==> src/rtl/msprp_pkg.sv <==
`timescale 1ns / 1ps
`default_nettype none

package msprp_pkg;

    localparam logic [1:0] ACT_START = 2'd0;
    localparam logic [1:0] ACT_BYTE  = 2'd1;
    localparam logic [1:0] ACT_TICK  = 2'd2;

    localparam logic [2:0] KIND_BYTE    = 3'd0;
    localparam logic [2:0] KIND_OK      = 3'd1;
    localparam logic [2:0] KIND_FUNC    = 3'd2;
    localparam logic [2:0] KIND_CRC     = 3'd3;
    localparam logic [2:0] KIND_TIMEOUT = 3'd4;

    localparam logic [7:0] CRC_POLY = 8'hD5;
    localparam logic [15:0] TIMEOUT_RESET = 16'd10;

    typedef struct packed {
        logic [1:0]  action;
        logic [7:0]  data_byte;
        logic [15:0] match_func;
    } msprp_in_t;

    typedef struct packed {
        logic [2:0] result_kind;
        logic [7:0] payload_index;
        logic [7:0] payload_value;
        logic [7:0] payload_length;
    } msprp_out_t;

    function automatic logic [7:0] crc_fold(input logic [7:0] crc, input logic [7:0] b);
        logic [7:0] v;
        v = crc ^ b;
        for (int k = 0; k < 8; k++)
        begin
            if (v[7])
            begin
                v = {v[6:0], 1'b0} ^ CRC_POLY;
            end
            else
            begin
                v = {v[6:0], 1'b0};
            end
        end
        return v;
    endfunction

endpackage

`default_nettype wire

==> src/rtl/msp_v2_response_parser_top.sv <==
`timescale 1ns / 1ps
`default_nettype none
// MSP v2 response parser. Each input transaction carries one action: start (arm the
// parser with the expected function), one received byte, or one timer tick.
// Each input transaction produces zero or one output transaction: a payload byte, ok,
// function mismatch, CRC error or timeout. The timeout register is written through
// the configuration channel, which is always ready; it should only be written while
// the parser has no transaction in flight.
// An input transaction is taken into the input register and processed once the output
// register can take a result; its state update and any result are computed in a single
// pass and the result is loaded into the output register. One transaction can be
// accepted every cycle while the receiver does not stall.
// While the receiver stalls and the output register holds a result, the item in the
// input register waits and in_stall is raised; once the stall drops, flow resumes at
// full rate with no transaction lost.
// Reset empties both registers, returns the parser to idle and sets the timeout to
// ten ticks.
module msp_v2_response_parser_top #(
    parameter int PAYLOAD_MAX = 64
) (
    input  wire logic                  clk,
    input  wire logic                  rst_n,
    input  wire logic                  in_valid,
    output logic                       in_stall,
    input  wire msprp_pkg::msprp_in_t  in_data,
    output logic                       out_valid,
    input  wire logic                  out_stall,
    output msprp_pkg::msprp_out_t      out_data,
    input  wire logic                  cfg_valid,
    output logic                       cfg_ready,
    input  wire logic [15:0]           cfg_data
);
    import msprp_pkg::*;

    logic       item_valid;
    msprp_in_t  item_data;
    logic       slot_free;
    logic       advance;
    logic       res_valid;
    msprp_out_t res;

    assign cfg_ready = 1'b1;
    assign advance   = item_valid && slot_free;

    msprp_in_reg u_in_reg (
        .clk        (clk),
        .rst_n      (rst_n),
        .in_valid   (in_valid),
        .in_stall   (in_stall),
        .in_data    (in_data),
        .take       (advance),
        .item_valid (item_valid),
        .item_data  (item_data)
    );

    msprp_core #(
        .PAYLOAD_MAX (PAYLOAD_MAX)
    ) u_core (
        .clk       (clk),
        .rst_n     (rst_n),
        .cfg_write (cfg_valid && cfg_ready),
        .cfg_data  (cfg_data),
        .fire      (advance),
        .item      (item_data),
        .res_valid (res_valid),
        .res       (res)
    );

    msprp_out_reg u_out_reg (
        .clk       (clk),
        .rst_n     (rst_n),
        .load      (res_valid),
        .load_data (res),
        .slot_free (slot_free),
        .out_valid (out_valid),
        .out_stall (out_stall),
        .out_data  (out_data)
    );

endmodule

`default_nettype wire

==> src/rtl/msprp_in_reg.sv <==
`timescale 1ns / 1ps
`default_nettype none

module msprp_in_reg (
    input  wire logic               clk,
    input  wire logic               rst_n,
    input  wire logic               in_valid,
    output logic                    in_stall,
    input  wire msprp_pkg::msprp_in_t in_data,
    input  wire logic               take,
    output logic                    item_valid,
    output msprp_pkg::msprp_in_t    item_data
);
    import msprp_pkg::*;

    logic      item_valid_reg;
    logic      item_valid_next;
    msprp_in_t item_data_reg;
    logic      accept;

    assign in_stall = item_valid_reg && !take;
    assign accept   = in_valid && !in_stall;

    always_comb
    begin
        item_valid_next = item_valid_reg;
        if (accept)
        begin
            item_valid_next = 1'b1;
        end
        else if (take)
        begin
            item_valid_next = 1'b0;
        end
    end

    always_ff @(posedge clk or negedge rst_n)
    begin
        if (!rst_n)
        begin
            item_valid_reg <= 1'b0;
        end
        else
        begin
            item_valid_reg <= item_valid_next;
        end
    end

    always_ff @(posedge clk)
    begin
        if (accept)
        begin
            item_data_reg <= in_data;
        end
    end

    assign item_valid = item_valid_reg;
    assign item_data  = item_data_reg;

endmodule

`default_nettype wire

==> src/rtl/msprp_core.sv <==
`timescale 1ns / 1ps
`default_nettype none

module msprp_core #(
    parameter int PAYLOAD_MAX = 64
) (
    input  wire logic                 clk,
    input  wire logic                 rst_n,
    input  wire logic                 cfg_write,
    input  wire logic [15:0]          cfg_data,
    input  wire logic                 fire,
    input  wire msprp_pkg::msprp_in_t item,
    output logic                      res_valid,
    output msprp_pkg::msprp_out_t     res
);
    import msprp_pkg::*;

    localparam logic [3:0] PH_IDLE  = 4'd0;
    localparam logic [3:0] PH_HUNT  = 4'd1;
    localparam logic [3:0] PH_X     = 4'd2;
    localparam logic [3:0] PH_DIR   = 4'd3;
    localparam logic [3:0] PH_FLAG  = 4'd4;
    localparam logic [3:0] PH_FNLO  = 4'd5;
    localparam logic [3:0] PH_FNHI  = 4'd6;
    localparam logic [3:0] PH_SZLO  = 4'd7;
    localparam logic [3:0] PH_SZHI  = 4'd8;
    localparam logic [3:0] PH_BODY  = 4'd9;
    localparam logic [3:0] PH_CHECK = 4'd10;

    localparam logic [15:0] MAX16 = 16'(PAYLOAD_MAX);
    localparam logic [7:0]  MAX8  = 8'(PAYLOAD_MAX);

    logic [15:0] timeout_reg, timeout_next;
    logic [3:0]  phase_reg, phase_next;
    logic [7:0]  crc_reg, crc_next;
    logic [7:0]  fnlo_reg, fnlo_next;
    logic [15:0] wanted_reg, wanted_next;
    logic [15:0] size_reg, size_next;
    logic [15:0] count_reg, count_next;
    logic [15:0] tick_reg, tick_next;

    logic [7:0]  crc_b;
    logic [15:0] tick_inc;
    logic [15:0] count_inc;
    logic [15:0] size_full;
    logic [7:0]  len_cap;

    assign crc_b     = crc_fold(crc_reg, item.data_byte);
    assign tick_inc  = (tick_reg == 16'hFFFF) ? tick_reg : tick_reg + 16'd1;
    assign count_inc = (count_reg == 16'hFFFF) ? count_reg : count_reg + 16'd1;
    assign size_full = {item.data_byte, size_reg[7:0]};
    assign len_cap   = (size_reg < MAX16) ? size_reg[7:0] : MAX8;

    always_comb
    begin
        timeout_next = cfg_write ? cfg_data : timeout_reg;
        phase_next   = phase_reg;
        crc_next     = crc_reg;
        fnlo_next    = fnlo_reg;
        wanted_next  = wanted_reg;
        size_next    = size_reg;
        count_next   = count_reg;
        tick_next    = tick_reg;
        res_valid    = 1'b0;
        res          = '0;
        if (fire)
        begin
            case (item.action)
                ACT_START:
                begin
                    phase_next  = PH_HUNT;
                    wanted_next = item.match_func;
                    crc_next    = 8'd0;
                    fnlo_next   = 8'd0;
                    size_next   = 16'd0;
                    count_next  = 16'd0;
                    tick_next   = 16'd0;
                end
                ACT_TICK:
                begin
                    if (phase_reg != PH_IDLE)
                    begin
                        tick_next = tick_inc;
                        if (tick_inc >= timeout_reg)
                        begin
                            phase_next      = PH_IDLE;
                            res_valid       = 1'b1;
                            res.result_kind = KIND_TIMEOUT;
                        end
                    end
                end
                ACT_BYTE:
                begin
                    case (phase_reg)
                        PH_IDLE:
                        begin
                            phase_next = PH_IDLE;
                        end
                        PH_HUNT:
                        begin
                            if (item.data_byte == "$")
                            begin
                                phase_next = PH_X;
                            end
                        end
                        PH_X:
                        begin
                            phase_next = (item.data_byte == "X") ? PH_DIR : PH_HUNT;
                        end
                        PH_DIR:
                        begin
                            phase_next = (item.data_byte == ">") ? PH_FLAG : PH_HUNT;
                        end
                        PH_FLAG:
                        begin
                            crc_next   = crc_b;
                            phase_next = PH_FNLO;
                        end
                        PH_FNLO:
                        begin
                            fnlo_next  = item.data_byte;
                            crc_next   = crc_b;
                            phase_next = PH_FNHI;
                        end
                        PH_FNHI:
                        begin
                            crc_next = crc_b;
                            if ({item.data_byte, fnlo_reg} != wanted_reg)
                            begin
                                phase_next      = PH_IDLE;
                                res_valid       = 1'b1;
                                res.result_kind = KIND_FUNC;
                            end
                            else
                            begin
                                phase_next = PH_SZLO;
                            end
                        end
                        PH_SZLO:
                        begin
                            size_next  = {8'd0, item.data_byte};
                            crc_next   = crc_b;
                            phase_next = PH_SZHI;
                        end
                        PH_SZHI:
                        begin
                            size_next  = size_full;
                            crc_next   = crc_b;
                            phase_next = (size_full != 16'd0) ? PH_BODY : PH_CHECK;
                        end
                        PH_BODY:
                        begin
                            crc_next   = crc_b;
                            count_next = count_inc;
                            if (count_reg < MAX16)
                            begin
                                res_valid         = 1'b1;
                                res.result_kind   = KIND_BYTE;
                                res.payload_index = count_reg[7:0];
                                res.payload_value = item.data_byte;
                            end
                            if (count_inc >= size_reg)
                            begin
                                phase_next = PH_CHECK;
                            end
                        end
                        PH_CHECK:
                        begin
                            phase_next         = PH_IDLE;
                            res_valid          = 1'b1;
                            res.payload_length = len_cap;
                            res.result_kind    = (item.data_byte != crc_reg) ? KIND_CRC : KIND_OK;
                        end
                        default:
                        begin
                            phase_next = PH_IDLE;
                        end
                    endcase
                end
                default:
                begin
                    phase_next = phase_reg;
                end
            endcase
        end
    end

    always_ff @(posedge clk or negedge rst_n)
    begin
        if (!rst_n)
        begin
            timeout_reg <= TIMEOUT_RESET;
            phase_reg   <= PH_IDLE;
            crc_reg     <= 8'd0;
            fnlo_reg    <= 8'd0;
            wanted_reg  <= 16'd0;
            size_reg    <= 16'd0;
            count_reg   <= 16'd0;
            tick_reg    <= 16'd0;
        end
        else
        begin
            timeout_reg <= timeout_next;
            phase_reg   <= phase_next;
            crc_reg     <= crc_next;
            fnlo_reg    <= fnlo_next;
            wanted_reg  <= wanted_next;
            size_reg    <= size_next;
            count_reg   <= count_next;
            tick_reg    <= tick_next;
        end
    end

endmodule

`default_nettype wire

==> src/rtl/msprp_out_reg.sv <==
`timescale 1ns / 1ps
`default_nettype none

module msprp_out_reg (
    input  wire logic                  clk,
    input  wire logic                  rst_n,
    input  wire logic                  load,
    input  wire msprp_pkg::msprp_out_t load_data,
    output logic                       slot_free,
    output logic                       out_valid,
    input  wire logic                  out_stall,
    output msprp_pkg::msprp_out_t      out_data
);
    import msprp_pkg::*;

    logic       res_valid_reg;
    logic       res_valid_next;
    msprp_out_t res_data_reg;

    assign slot_free = !res_valid_reg || !out_stall;

    always_comb
    begin
        res_valid_next = res_valid_reg;
        if (load)
        begin
            res_valid_next = 1'b1;
        end
        else if (res_valid_reg && !out_stall)
        begin
            res_valid_next = 1'b0;
        end
    end

    always_ff @(posedge clk or negedge rst_n)
    begin
        if (!rst_n)
        begin
            res_valid_reg <= 1'b0;
        end
        else
        begin
            res_valid_reg <= res_valid_next;
        end
    end

    always_ff @(posedge clk)
    begin
        if (load)
        begin
            res_data_reg <= load_data;
        end
    end

    assign out_valid = res_valid_reg;
    assign out_data  = res_data_reg;

endmodule

`default_nettype wire

==> config.mk <==
export PLATFORM = sky130hd
export DESIGN_NAME = msp_v2_response_parser_top
export DESIGN_NICKNAME = d
export VERILOG_FILES = /design/src/rtl/msprp_pkg.sv /design/src/rtl/msp_v2_response_parser_top.sv /design/src/rtl/msprp_in_reg.sv /design/src/rtl/msprp_core.sv /design/src/rtl/msprp_out_reg.sv
export SDC_FILE = /design/constraint.sdc
export NUM_CORES = 1
export LEC_CHECK = 0
export ABC_AREA = 1
export BUFFER_PORTS_ARGS = -buffer_cell sky130_fd_sc_hd__buf_2
export CAP_MARGIN = 20
export CORE_ASPECT_RATIO = 1.25
export CORE_MARGIN = 5
export CORE_UTILIZATION = 50
export DETAILED_ROUTE_END_ITERATION = 8
export GPL_TIMING_DRIVEN = 0
export PLACE_DENSITY = 0.71
export SYNTH_ARGS = -nofsm -noshare
export SYNTH_HDL_FRONTEND = slang
export SYNTH_HIERARCHICAL = 1
export SYNTH_SLANG_ARGS = --single-unit
==> constraint.sdc <==
create_clock -name clk -period 3.3 [get_ports clk]
set_input_delay 0.165 -clock clk [delete_from_list [all_inputs] [get_ports clk]]
set_output_delay 0.165 -clock clk [all_outputs]
set_load 0.01 [all_outputs]
==> results of run 1 <==
[layer usage]
metal	wire length (um)	vias to the layer above
met4	428	0
met5	0	-
li1	-	3566
met3	812	31
met2	10940	169
met1	8453	3366
[per-stage QoR]
stage                     power [mW]  setup TNS, ns
final                          5.080              0
after global routing           5.322         -2.550
after CTS                      5.096              0
after detailed placement       2.994         -11.73
after global placement         2.966         -17.78
after floorplan                2.778              0
[final cells by class]
class,instances,area (um2)
well taps,220,275.3
multi-input cells,666,3906
repair buffers,142,1064
flip-flops and latches,155,4146
clock inverters,9,122.6
inverters,142,535.5
clock buffers,23,500.5
fillers,1395,6102
plain buffers,24,125.1
[kinds of logic (layout without fill, tap and decap cells)]
group / Yosys count / count (layout) / synth area share (%)
simple gates: 436 / 436 / 22.94
compound gates: 136 / 136 / 8.979
buf+inv: 166 / 340 / 7.759
other cells: 2 / 4 / 0.08820
flops: 155 / 155 / 48.70
xor+xnor: 35 / 35 / 3.689
fa+ha+maj: 39 / 39 / 5.731
mux: 16 / 16 / 2.116
[cell usage in the layout (no fill, tap or decap), types with 12 or more instances in the layout]
| cell type | count |
|---|---|
| xor2_1 | 12 |
| o22ai_1 | 25 |
| mux2_2 | 16 |
| nand4_1 | 17 |
| edfxtp_1 | 53 |
| dlygate4sd3_1 | 45 |
| clkbuf_1 | 13 |
| nand2_1 | 235 |
| xnor2_1 | 18 |
| ha_1 | 37 |
| a21oi_1 | 25 |
| nor2_1 | 58 |
| inv_1 | 131 |
| clkbuf_16 | 20 |
| buf_4 | 25 |
| nand2_2 | 21 |
| nand3_1 | 40 |
| nor3_1 | 21 |
| o21ai_1 | 12 |
| o21ai_0 | 52 |
| buf_2 | 81 |
| dfrtp_1 | 100 |
[where the power goes]
| group | switching, mW | internal (mW) |
|---|---|---|
| combinational | 0.483 | 0.334 |
| clock | 0.802 | 1.24 |
| sequential | 0.0930 | 2.13 |
| total | 1.38 | 3.70 |
[worst register-to-register path, delay by kind of cell (launching register included)]
family                     cells  cell delay (ns)
AOI/OAI and AO/OA              1             0.08
xor gates and xnor gates       1             0.16
adders and majority gates      2             0.48
DFF                            1             0.42
and+or+nand+nor               14             1.63
buffers and inverters          1             0.17
[repair_timing]
item	CTS	global route
hold endpoints to repair	85	0
cloned	0	1
resized for setup	10	35
pin swaps	3	31
endpoints found under the setup margin	32	32
setup buffers	1	17
hold buffers	45	0
[path summary, 6_finish.rpt]
check                                      start                endpoint  cells after the start
max                           u_core/tick_reg[0]  u_out_reg/out_data[16]                     19
min                                    cfg_valid   u_core/timeout_reg[0]                      2
max reg2reg                   u_core/tick_reg[0]  u_out_reg/out_data[16]                     19
min reg2reg                u_in_reg/item_data[6]    u_core/wanted_reg[6]                      1
max in group asynchronous                  rst_n      u_core/size_reg[3]                      3
min in group asynchronous                  rst_n  u_core/timeout_reg[15]                      2
==> impl_metrics.csv, run 1 <==
group,metric,value,unit
placed_design,io_buffers,75,
yosys,seq_area_frac_synth,48.70,%
yosys,synthTopCellsByArea,"dfrtp_1, edfxtp_1, nand2_1",
floorplan,io_pins,77,
drt,first_pass_iters,5,
yosys,async_reset_ff_share,65.81,%
floorplan,die_area,19750,um2
setup_path,arrival,3.37,ns
power,ir_drop,358.2,uV
yosys,synth.cell_area,8514,um2
clocking,clock_latency,0.43,ns
clocking,cts_tree,"built",
global_routing,grt_use_met1,24.55,%
yosys,ys_top_cells_by_count,"nand2_1, inv_1, dfrtp_1",
setup_path,critical_path_class,"reg -> reg",
sta,finalHoldViolCount,0,
sta,fmax,308.7,MHz
global_routing,grt.busiest_layer,"met2",
global_routing,antenna_found_initial,0,
yosys,synth-main-ff-cell,"dfrtp_1",
layout,nets,1234,
sta,drv_slew,0,
setup_path,worstPathMaxFanout,7,
sta,rsz0062_at_grt,"true",
power,powerDensity,475.9,nW/um2
clocking,cts.htree.levels,4,
setup_path,max_stage_delay,0.42,ns
placed_design,place_congestion,0.9107,
power,p_leak,4.917,nW
sta,fin_crit_sh,98.17,%
layout,antennaDiodeCount,0,
global_routing,met3_usage,3.767,%
setup_path,required,3.43,ns
yosys,syn_area_per_cell,8.644,um2
sta,slew_headroom,60.51,%
floorplan,rows,53,
clocking,clkSinkCount,155,
global_routing,grt_max_degree,60,
floorplan,die_y,155.9,um
setup_path,cpLargestDelayFamily,"simple AND/OR/NAND/NOR gates",
sta,worst_pin_slew,0.5924,ns
yosys,synth.distinct_cells,45,
sta,final.min_clock_period,3.240,ns
yosys,yosysTopAreaCellShare,29.39,%
drt,ant_nets,0,
setup_path,worstSetupStartpointType,"flop",
clocking,clockBufferDepth,2,
drt,drc_errors,0,
setup_path,r2r_setup_slack,0.06,ns
floorplan,fp.dieW,126.7,um
layout,post-route-util,63.63,%
run_status,outcome,"completed",
drt,via_per_inst,5.164,
sta,clock_skew,0.01379,ns
setup_path,critPathBufInv,1,
setup_path,endpoint_kind,"flop",
drt,wl,20.63,mm
yosys,synth_top_area_cell,"dfrtp_1",
layout,area_growth,25.38,%
global_routing,first_global_vias,6894,
drt,drtIter0Drc,410,
setup_path,cp_cell_sequence,"ha_4 -> nand2_2 -> nor3_2 -> nand4_1 -> nor2_4 -> nor2_2 -> nand2_1 -> nor2_1 -> xor2_2 -> ha_1 -> nand2_1 -> nor2_2 -> nand2_1 -> o211ai_1 -> nand2_1 -> nand3_2 -> nand2_2 -> nand2_4 -> clkbuf_16",
placed_design,post_dp_cell_area,9233,um2
drt,routedWlPerCell,14.94,um
clocking,clock-root-buffer,"clkbuf_16",
layout,final_cells,1381,
yosys,synth-seq-cells,155,
floorplan,core-area,16780,um2
global_routing,grt_pass1_wl,32.87,mm
global_routing,grt_usage,20.76,%
yosys,synth.most_common_cell,"nand2_1",
layout,largest_reg_flops,27,
placed_design,dp_hpwl,14.23,mm
layout,fin_area,10680,um2
sta,finalSetupViolCount,0,
floorplan,initial_core_util,50.75,%
min_path,hp-class,"in -> reg",
placed_design,post-place-ws,-0.4909,ns
placed_design,post-place-cells,1285,
setup_path,cp_common_cell,"nand2_1",
drt,vias,7132,
sta,setup_slack,0.06037,ns
global_routing,use_met2,37.89,%
clocking,cts_buffers,17,
yosys,netlist_instances,985,
global_routing,grt_overflow,0,
yosys,ys_warn_count,6,
setup_path,slowest_stage,"dfrtp_1",
clocking,clk_pin_slew_worst_paths,0.06,ns
layout,drive_above_1_share,20.59,%
flow_run,max_cap_violations,0,
sta,whs,0.02545,ns
yosys,synth_edf_count,53,
(Power assumes the default switching activity.)
==> inputs of run 2 (changes only) <==
Settings changed: ABC_AREA 1 to not set.
==> run 2 against run 1 <==
  * First-iteration DRC count up 35%
  * Flip-flop and latch count unchanged
  * Critical path depth down 7
  * Clock power down 5%
  * Fmax down 0.52%
  * Clock skew up 0.0024 ns
  * Power down 5.8%
  * Sequential share of layout area down 0.64 points
  * Final area up 2.1%
  * Critical path type unchanged
  * Largest power group unchanged
==> impl_metrics.csv, run 2 <==
group,metric,value,unit
layout,multi_input_area,4227,um2
clocking,clk_pin_slew_worst_paths,0.07,ns
global_routing,first_global_vias,6577,
placed_design,place_congestion,0.8769,
yosys,synth.cell_area,8277,um2
clocking,clockBufferDepth,2,
run_status,outcome,"completed",
global_routing,grt_pass1_wl,32.42,mm
power,ir_drop,364.6,uV
yosys,synth-adder-area-share,5.896,%
layout,post-route-util,67.02,%
setup_path,critPathBufInv,2,
power,powerDensity,439.1,nW/um2
floorplan,die_area,19240,um2
sta,finalHoldViolCount,0,
clocking,cts.htree.levels,4,
floorplan,die_y,153.8,um
floorplan,rows,52,
placed_design,post-place-ws,-0.6734,ns
global_routing,antenna_found_initial,0,
drt,routedWlPerCell,16.62,um
yosys,synth_top_family_by_area,"simple AND/OR/NAND/NOR gates",
setup_path,max_stage_delay,0.55,ns
global_routing,grt_usage,20.73,%
yosys,ys_warn_count,6,
setup_path,endpoint_kind,"flop",
clocking,clkSinkCount,155,
floorplan,fp.dieW,125.1,um
clocking,cts_tree,"built",
sta,setup_slack,0.04340,ns
sta,drv_slew,0,
sta,fmax,307.1,MHz
setup_path,slowest_stage,"or4b_1",
layout,n_fill_cell,1211,
yosys,yosysTopAreaCellShare,30.23,%
layout,largest_reg_flops,27,
drt,first_pass_iters,6,
sta,clock_skew,0.01618,ns
yosys,synth_edf_count,53,
min_path,hold_depth,2,
sta,whs,0.04143,ns
drt,drtIter0Drc,552,
setup_path,r2r_setup_slack,0.04,ns
flow_run,max_cap_violations,0,
yosys,synth-seq-cells,155,
global_routing,grt.busiest_layer,"met2",
layout,antennaDiodeCount,0,
drt,vias,6768,
layout,drive_above_1_share,27.20,%
yosys,synth_simple_gate_area_share,16.11,%
power,p_leak,4.603,nW
min_path,hp-class,"in -> reg",
layout,final_cell_mix,"dfrtp_1, nand2_1, buf_2",
yosys,syn_area_per_cell,10.28,um2
global_routing,met3_usage,4.719,%
layout,nets,1084,
global_routing,grt_overflow,0,
sta,tns,0,ns
setup_path,r2r_end,"u_core/phase_reg[0]",
drt,via_per_inst,5.516,
layout,seqCellArea,4164,um2
setup_path,reg2reg_from,"u_core/count_reg[0]",
yosys,synth-xor-area-share,6.334,%
setup_path,arrival,3.56,ns
sta,slew_headroom,37.39,%
yosys,netlist_instances,805,
setup_path,critical_path_class,"reg -> reg",
setup_path,worstPathMaxFanout,7,
setup_path,path_depth,12,
drt,ant_nets,0,
yosys,muxShareOfSynthArea,3.311,%
setup_path,cp_cell_sequence,"ha_4 -> nand3_4 -> nor4_4 -> buf_4 -> buf_4 -> or4b_1 -> o21a_1 -> ha_4 -> nand4_1 -> or3_4 -> o2bb2ai_4 -> mux2_4",
sta,fin_crit_sh,98.68,%
global_routing,grt_max_degree,53,
yosys,async_reset_ff_share,65.81,%
sta,worst_pin_slew,0.9314,ns
yosys,synthTopCellsByArea,"dfrtp_1, edfxtp_1, ha_1",
layout,area_growth,31.70,%
drt,drc_errors,0,
yosys,seq_area_frac_synth,50.10,%
floorplan,core-area,16270,um2
yosys,synth.distinct_cells,65,
setup_path,setup.worst_path.start,"u_core/count_reg[0]",
clocking,cts_buffers,17,
setup_path,endpoint,"u_core/phase_reg[0]",
yosys,synth-main-ff-cell,"dfrtp_1",
setup_path,worstSetupStartpointType,"flop",
floorplan,io_pins,77,
yosys,synth.most_common_cell,"dfrtp_1",
yosys,ys_top_cells_by_count,"dfrtp_1, nand2_1, o21ai_0",
layout,final_common_cell,"dfrtp_1",
drt,wl,20.39,mm
floorplan,initial_core_util,50.88,%
placed_design,io_buffers,75,
yosys,synth_compound_area_share,14.18,%
sta,final.min_clock_period,3.257,ns
clocking,clock-root-buffer,"clkbuf_16",
global_routing,grt_use_met1,25.51,%
placed_design,dp_hpwl,13.09,mm
clocking,clock_latency,0.44,ns
setup_path,rr_worst_depth,12,
setup_path,required,3.60,ns
yosys,synth_top_area_cell,"dfrtp_1",
global_routing,use_met2,35.30,%
power,power,4.787,mW
sta,finalSetupViolCount,0,
setup_path,cpLargestDelayFamily,"simple AND/OR/NAND/NOR gates",
==> run 2: cell types whose count changed after synthesis, moves of 16 or more <==
| cell | delta |
|---|---|
| clkbuf_1 | +23 |
| nand2_1 | -151 |
| xnor2_1 | +28 |
| inv_1 | -93 |
| nor2_1 | -16 |
| a22o_1 | +16 |
| nand2_2 | -16 |
| o22ai_1 | -25 |
==> run 2: layout make-up <==
type / count / area share, %
buffer: 40 / 1.963
clock buffer: 18 / 4.132
clock inverter: 14 / 1.263
inverter: 39 / 1.343
multi-input combinational: 572 / 38.77
sequential: 155 / 38.20
tap: 216 / 2.479
timing repair buffer: 173 / 11.85
==> run 2: worst reg2reg max path, delay by kind of cell (launching register included) <==
family                     cells  cell delay, ns
AOI/OAI and AO/OA              2            0.33
adders and majority gates      2            0.46
buffers and inverters          2            0.31
DFF                            1            0.46
muxes                          1            0.33
and+or+nand+nor                5            1.23
==> run 2: cell families (layout without fill, tap and decap cells) <==
kind of cell | after synthesis | count (layout)
AND/OR/NAND/NOR | 259 | 259
AO/OA/AOI/OAI | 185 | 187
flip-flops | 155 | 155
buffers and inverters | 82 | 284
XOR/XNOR | 59 | 59
adder cells (fa/ha/maj) | 39 | 39
multiplexers | 24 | 24
other | 2 | 4
==> run 2: what timing repair did <==
action / CTS / global route
endpoints found under the hold margin: 92 / 0
buffers inserted: 26 / 26
endpoints found under the setup margin: 33 / 32
hold buffers: 45 / 0
pin swaps: 14 / 24
gates cloned: 2 / 0
gates resized for setup: 33 / 71
==> run 2: power by group <==
group          leakage, nW  switching, mW  internal, mW  total, mW
Sequential            1.80         0.0774          2.11       2.19
Clock                0.295          0.880          1.05       1.93
Combinational         2.51          0.348         0.320      0.668
Total                 4.60           1.31          3.48       4.79
==> run 2: worst min path at each step <==
stage | from | end | slack (ns)
after CTS | cfg_valid | u_core/timeout_reg[0] | 0.004
after detailed placement | rst_n | u_out_reg/out_valid | 0.27
after floorplan | rst_n | u_core/count_reg[0] | -0.13
final | cfg_valid | u_core/timeout_reg[0] | 0.04
after global placement | in_data[6] | u_in_reg/item_data[6] | 0.34
after global routing | cfg_valid | u_core/timeout_reg[0] | 0.01
==> run 2: stage by stage <==
| step | cells | cell area (um2) |
|---|---|---|
| CTS | 1202 | 10430 |
| global placement | 1098 | 8977 |
| floorplan | 807 | 8332 |
| finish | 1227 | 10900 |
| global route | 1227 | 10900 |
| detailed placement | 1099 | 9007 |
==> run 2: routing by layer <==
layer / part of all wire (%) / wire, um
met1: 42 / 8583
met2: 51 / 10340
met3: 4.2 / 852
met4: 3.0 / 615
met5: 0 / 0
